[src/design/calu_pkg.sv]
`default_nettype none
// ----------------------------------------------------------------------------
// calu_pkg
// shared types and codes for the 8-bit alu with z/n/h/c flags
// ----------------------------------------------------------------------------
package calu_pkg;

	localparam int unsigned DataWidth = 8;
	localparam int unsigned OpWidth   = 4;

	typedef logic [DataWidth-1:0] data_t;

	typedef enum logic [OpWidth-1:0] {
		OP_ADD  = 4'd0,
		OP_ADC  = 4'd1,
		OP_SUB  = 4'd2,
		OP_SBC  = 4'd3,
		OP_RLC  = 4'd4,
		OP_RRC  = 4'd5,
		OP_SLA  = 4'd6,
		OP_SRA  = 4'd7,
		OP_SRL  = 4'd8,
		OP_SWAP = 4'd9,
		OP_CCF  = 4'd10,
		OP_INC  = 4'd11
	} op_t;

	typedef struct packed {
		logic z;
		logic n;
		logic h;
		logic c;
	} flags_t;

	localparam flags_t FlagsReset = '{z: 1'b0, n: 1'b0, h: 1'b0, c: 1'b0};

endpackage

`default_nettype wire

[src/design/calu_exec.sv]
`default_nettype none
// ----------------------------------------------------------------------------
// calu_exec
// combinational execute unit: result byte and next flags for one word
// ----------------------------------------------------------------------------
module calu_exec import calu_pkg::*; (
	input  wire logic [OpWidth-1:0] op,
	input  wire data_t              operand_a,
	input  wire data_t              operand_b,
	input  wire flags_t             flags_cur,
	output data_t                   result,
	output flags_t                  flags_nxt
);

	logic       ci;
	logic [8:0] sum9;
	logic [4:0] sum5;
	logic [8:0] dif9;
	logic [4:0] dif5;
	data_t      res;
	flags_t     fl;
	logic       known;

	// carry-in only for the with-carry forms
	assign ci = flags_cur.c & ((op == OP_ADC) | (op == OP_SBC));

	assign sum9 = {1'b0, operand_a} + {1'b0, operand_b} + {8'd0, ci};
	assign sum5 = {1'b0, operand_a[3:0]} + {1'b0, operand_b[3:0]} + {4'd0, ci};
	assign dif9 = {1'b0, operand_a} - {1'b0, operand_b} - {8'd0, ci};
	assign dif5 = {1'b0, operand_a[3:0]} - {1'b0, operand_b[3:0]} - {4'd0, ci};

	always_comb begin
		res   = operand_a;
		fl    = FlagsReset;
		known = 1'b1;
		unique case (op_t'(op))
			OP_ADD, OP_ADC: begin
				res  = sum9[7:0];
				fl.h = sum5[4];
				fl.c = sum9[8];
			end
			OP_SUB, OP_SBC: begin
				res  = dif9[7:0];
				fl.n = 1'b1;
				fl.h = dif5[4];
				fl.c = dif9[8];
			end
			OP_RLC: begin
				res  = {operand_a[6:0], operand_a[7]};
				fl.c = operand_a[7];
			end
			OP_RRC: begin
				res  = {operand_a[0], operand_a[7:1]};
				fl.c = operand_a[0];
			end
			OP_SLA: begin
				res  = {operand_a[6:0], 1'b0};
				fl.c = operand_a[7];
			end
			OP_SRA: begin
				res  = {operand_a[7], operand_a[7:1]};
				fl.c = operand_a[0];
			end
			OP_SRL: begin
				res  = {1'b0, operand_a[7:1]};
				fl.c = operand_a[0];
			end
			OP_SWAP: begin
				res = {operand_a[3:0], operand_a[7:4]};
			end
			OP_CCF: begin
				fl.c = ~flags_cur.c;
			end
			OP_INC: begin
				res  = operand_a + data_t'(1);
				fl.h = &operand_a[3:0];
				fl.c = flags_cur.c;
			end
			default: begin
				// unused codes leave everything alone
				known = 1'b0;
			end
		endcase
		// zero flag from the result, except ccf keeps it
		fl.z = (op == OP_CCF) ? flags_cur.z : (res == '0);
	end

	assign result    = res;
	assign flags_nxt = known ? fl : flags_cur;

endmodule

`default_nettype wire

[src/design/cpu_alu_8bit_with_flags_core.sv]
`default_nettype none
// 2 stages (input register, result register); one word per cycle unless out_ready stalls
// the flag feedback closes within the execute stage
// the stored flags are written when a word moves from the input to the result register
// reset (arst_n low, asynchronous): both stages empty, all four flags cleared
// output flags are wired straight from the stored flags, so both change at the same edge
// ----------------------------------------------------------------------------
// cpu_alu_8bit_with_flags_core
// 8-bit alu with z/n/h/c flag register, input register and result register
// ----------------------------------------------------------------------------
module cpu_alu_8bit_with_flags_core import calu_pkg::*; (
	input  wire logic               clk,
	input  wire logic               arst_n,
	input  wire logic               in_valid,
	output logic                    in_ready,
	input  wire logic [OpWidth-1:0] op,
	input  wire data_t              operand_a,
	input  wire data_t              operand_b,
	output logic                    out_valid,
	input  wire logic               out_ready,
	output data_t                   result,
	output logic                    zero_flag,
	output logic                    subtract_flag,
	output logic                    half_flag,
	output logic                    carry_flag
);

	// stage 1: captured input word
	logic               valid_s1;
	logic [OpWidth-1:0] op_s1;
	data_t              a_s1;
	data_t              b_s1;

	// stage 2: result word
	logic               valid_s2;
	data_t              result_s2;

	// architectural flag register
	flags_t flags_q;

	// execute outputs
	data_t  exec_result;
	flags_t exec_flags;

	logic adv_s1;
	logic take_in;

	// stage 1 moves on when the result register is empty or being drained
	assign adv_s1  = valid_s1 & (~valid_s2 | out_ready);
	assign in_ready = ~valid_s1 | adv_s1;
	assign take_in  = in_valid & in_ready;

	always_ff @(posedge clk or negedge arst_n) begin
		if (!arst_n) begin
			valid_s1 <= 1'b0;
		end else if (in_ready) begin
			valid_s1 <= in_valid;
		end
	end

	// payload needs no reset
	always_ff @(posedge clk) begin
		if (take_in) begin
			op_s1 <= op;
			a_s1  <= operand_a;
			b_s1  <= operand_b;
		end
	end

	calu_exec u_exec (
		.op        (op_s1),
		.operand_a (a_s1),
		.operand_b (b_s1),
		.flags_cur (flags_q),
		.result    (exec_result),
		.flags_nxt (exec_flags)
	);

	always_ff @(posedge clk or negedge arst_n) begin
		if (!arst_n) begin
			valid_s2 <= 1'b0;
			flags_q  <= FlagsReset;
		end else begin
			if (adv_s1) begin
				valid_s2 <= 1'b1;
				flags_q  <= exec_flags;
			end else if (out_ready) begin
				valid_s2 <= 1'b0;
			end
		end
	end

	always_ff @(posedge clk) begin
		if (adv_s1) begin
			result_s2 <= exec_result;
		end
	end

	assign out_valid     = valid_s2;
	assign result        = result_s2;
	assign zero_flag     = flags_q.z;
	assign subtract_flag = flags_q.n;
	assign half_flag     = flags_q.h;
	assign carry_flag    = flags_q.c;

	// flags change only when a word enters the result register
	a_flags_hold: assert property (@(posedge clk) disable iff (!arst_n)
		!adv_s1 |=> $stable(flags_q))
		else $error("flag register changed without a word moving");

	// a free result register never stalls the input
	a_no_bubble: assert property (@(posedge clk) disable iff (!arst_n)
		(!valid_s1 || !valid_s2) |-> in_ready)
		else $error("input stalled with room in the pipeline");

	// sub and sbc always leave n set
	a_n_flag: assert property (@(posedge clk) disable iff (!arst_n)
		(adv_s1 && (op_s1 == OP_SUB || op_s1 == OP_SBC)) |=> subtract_flag)
		else $error("subtract flag not set after sub or sbc");

endmodule

`default_nettype wire

[config.mk]
export PLATFORM = sky130hd
export DESIGN_NAME = cpu_alu_8bit_with_flags_core
export DESIGN_NICKNAME = d
export VERILOG_FILES = /design/src/design/calu_pkg.sv /design/src/design/calu_exec.sv /design/src/design/cpu_alu_8bit_with_flags_core.sv
export SDC_FILE = /design/constraint.sdc
export NUM_CORES = 1
export LEC_CHECK = 0
export ABC_AREA = 0
export CORE_UTILIZATION = 40
export CTS_CLUSTER_SIZE = 25
export DETAILED_ROUTE_END_ITERATION = 8
export DONT_BUFFER_PORTS = 1
export HOLD_SLACK_MARGIN = 0.02
export MAX_ROUTING_LAYER = met4
export PLACE_DENSITY = 0.58
export REMOVE_ABC_BUFFERS = 1
export SYNTH_ARGS = -nofsm -noshare
export SYNTH_HDL_FRONTEND = slang
export SYNTH_SLANG_ARGS = --single-unit
export TNS_END_PERCENT = 10
[constraint.sdc]
create_clock -name clk -period 3.4 [get_ports clk]
set_input_delay 0.68 -clock clk [delete_from_list [all_inputs] [get_ports clk]]
set_output_delay 0.68 -clock clk [all_outputs]
set_load 0.05 [all_outputs]
==> metrics.txt <==
outcome=finished, final reports clean; share of cells above drive strength 1=0.1173; H-Tree Depth=2; first-pass GRT wire length=11.24 mm; Root Buffer=clkbuf_8; sequential area share after synthesis=0.3534; Slew Limit Fails=0; syn avg cell area=9.378 um2; IO Count=38; number of cell rows=30; kind of critical path=flop to flop; area grow syn2layout=9.148%; routed vias=2249; number of synthesized flops with an enable pin=28; area of the multi-input gates=0.001624 mm2; DRC Markers=0; CTS Buf Count=5; Least-Margin Pin Slew=0.8002 ns; worst reg2reg endpoint=zero_flag; Worst VDD drop=0.2484 mV; critical path arrival=3.34 ns; Nets=355; critical path's top delay family=compound AO/OA/AOI/OAI gates; commonest non-fill, non-tap cell in the layout=inv_1; All-Layer GR Usage=0.2064; post_cts resized=0; largest family of logic cells by synthesized area=compound AO/OA/AOI/OAI gates; initial core utilization=0.4127; Routed WL=7.038 mm; Routed Antenna Nets=0; R2R Setup Slk=0.26 ns; final hold vios=0; detailed placement HPWL=5.362 mm; DR iter-0 viols=131; gpl congestion=0.8787; worst stage delay on the critical path=0.53 ns; clk buf depth=2; Yosys cell types=68; Most used DFF post-synth=edfxtp_1; worst setup margin=0.2564 ns; DP Area=0.002968 mm2; most frequent cells in the layout=inv_1, edfxtp_1, ha_1, nand2_1; CTS tree=yes; FMAX=318.1 MHz; design area=0.003060 mm2; R2R cell count=14; PwrDens=405.8 mW/mm2; Worst Skew=0.004085 ns; clk slew on worst S/H paths=0.08 ns; Num Clock Sinks=34; First-pass DRT Iterations=4; Setup TNS=0 ns; Die W=85.73 um; Static Leak=1.212 nW; CP Launch Type=flop; RSZ-0062 raised after global routing=false; die area=0.007349 mm2; min Tclk post-route=3.144 ns; antenna violations before repair=0; Yosys warning total=0; multiplexer area fraction after synthesis=0.01919; # setup viols final=0; Synth Area in XOR/XNOR=0.03436; share of flip-flops with an asynchronous set or reset=0.1765; number of global-route vias before repair=2164; Synth Instances=299; Netlist Area Pre-Place=0.002804 mm2; Clock Latency Late Sink=0.29 ns; Crit Reg-Reg Startpoint=op_s1[0]; drt wl/cell=17.46 um; # diodes=0; Critical Path RT=3.60 ns; maxcap violations=0; vias per inst=5.581; CP startpoint=op_s1[0]; sequential standard cell area=991.0 um2; post-synthesis simple-gate area fraction=0.1888; CP max stage cell=fa_1; Synth Area in Compound Gates=0.2173; die height=85.73 um; CP Cell Sequence=inv_2 -> nor2_1 -> nand3b_1 -> inv_1 -> fa_1 -> inv_1 -> ha_1 -> o211ai_1 -> nand4_1 -> xnor2_1 -> o221ai_1 -> a211oi_2 -> o211ai_1 -> o31ai_2; relative slew slack=0.4629; largest net degree at the start of global routing=31; adder-cell area share of the yosys netlist=0.1196; worst min path class=primary input to asynchronous set/reset pin; grt total ovfl=0; WP buf/inv=3; Fillers=669; CP max FO=4; pre-CTS setup slack=0.2392 ns; FF+latch count, synth=34; Tcrit/Tclk final=0.9246; core area=0.006794 mm2; nature of the critical path endpoint=flop; IO Port Bufs=0
worst max path at each step:
stage,cells past startpoint,endpoint
4_1_cts,12,zero_flag
2_1_floorplan,13,zero_flag
5_1_grt,14,zero_flag
3_5_place_dp,12,zero_flag
6_report,14,zero_flag
3_3_place_gp,14,zero_flag
routing by layer:
metal  wire [um]  global-route usage
met1        3343              0.2861
met4         198             0.07424
met5           0                   -
met2        3173              0.3047
met3         323             0.03272
Yosys cell counts (all sizes together) (3+ instances only):
cell     n  area, um2
edfxtp  28      840.8
nand3    3      15.01
o31ai    4      35.03
o21a     4      30.03
a21oi   13      65.06
nand4    3      18.77
nor2    16      60.06
o21ai   16      80.08
nand2b  10      62.56
nor3    10      50.05
o22ai    3      18.77
a31oi    3      18.77
o21bai   3      22.52
dfrtp    6      150.1
ha      22      275.3
mux2     3      33.78
a211oi   4      35.03
xnor2   10      87.58
nor2b    4      25.02
nand3b   7      52.55
nand2   18      67.56
buf      6      31.28
nand4b   3      41.29
a221oi   7      61.31
fa       3      60.06
o211ai   5      37.54
clkbuf  10      37.54
inv     32      120.1
worst register-to-register path: stages (launching register included):
cell and delay, ns:
edfxtp_1 0.40, inv_2 0.08, nor2_1 0.06, nand3b_1 0.17, inv_1 0.08, fa_1 0.53, inv_1 0.05, ha_1 0.19
o211ai_1 0.29, nand4_1 0.21, xnor2_1 0.21, o221ai_1 0.19, a211oi_2 0.28, o211ai_1 0.14, o31ai_2 0.19
flip-flops by register name, indices dropped and copies added, names as in the netlist:
signal	count
op_s1	4
out_valid	1
b_s1	8
carry_flag	1
zero_flag	1
half_flag	1
valid_s1	1
result	8
a_s1	8
subtract_flag	1
stage by stage:
| step | util | total power, mW | hold slack (ns) | instances |
|---|---|---|---|---|
| global route | 0.4505 | 1.304 | 0.06268 | 403 |
| CTS | 0.4494 | 1.245 | 0.06935 | 402 |
| global placement | 0.4368 | 0.9449 | 0.3846 | 394 |
| finish | 0.4505 | 1.242 | 0.07782 | 403 |
| detailed placement | 0.4368 | 0.9460 | 0.3845 | 394 |
| floorplan | - | 0.8457 | 0.3844 | 283 |
kinds of logic after synthesis:
group / Yosys count
adder cells (fa/ha/maj): 25
AO/OA/AOI/OAI: 84
AND/OR/NAND/NOR: 92
buffers and inverters: 48
multiplexers: 5
flip-flops: 34
XOR/XNOR: 11
report_power, final:
part / switching [mW] / internal [mW]
Combinational: 0.226 / 0.154
Clock: 0.159 / 0.140
Sequential: 0.0695 / 0.494
final cells by class:
| type | instances | area share |
|---|---|---|
| clock buffer | 5 | 0.02249 |
| tap | 96 | 0.03925 |
| inverter | 32 | 0.03925 |
| multi-input combinational | 217 | 0.5307 |
| sequential | 34 | 0.3238 |
| clock inverter | 3 | 0.005315 |
| timing repair buffer | 16 | 0.03925 |
what timing repair did:
item | in CTS | in global routing
hold buffers | 0 | 0
setup buffers | 0 | 1
endpoints found under the setup margin | 0 | 2
Note: power is estimated with default switching activity, not from simulation.
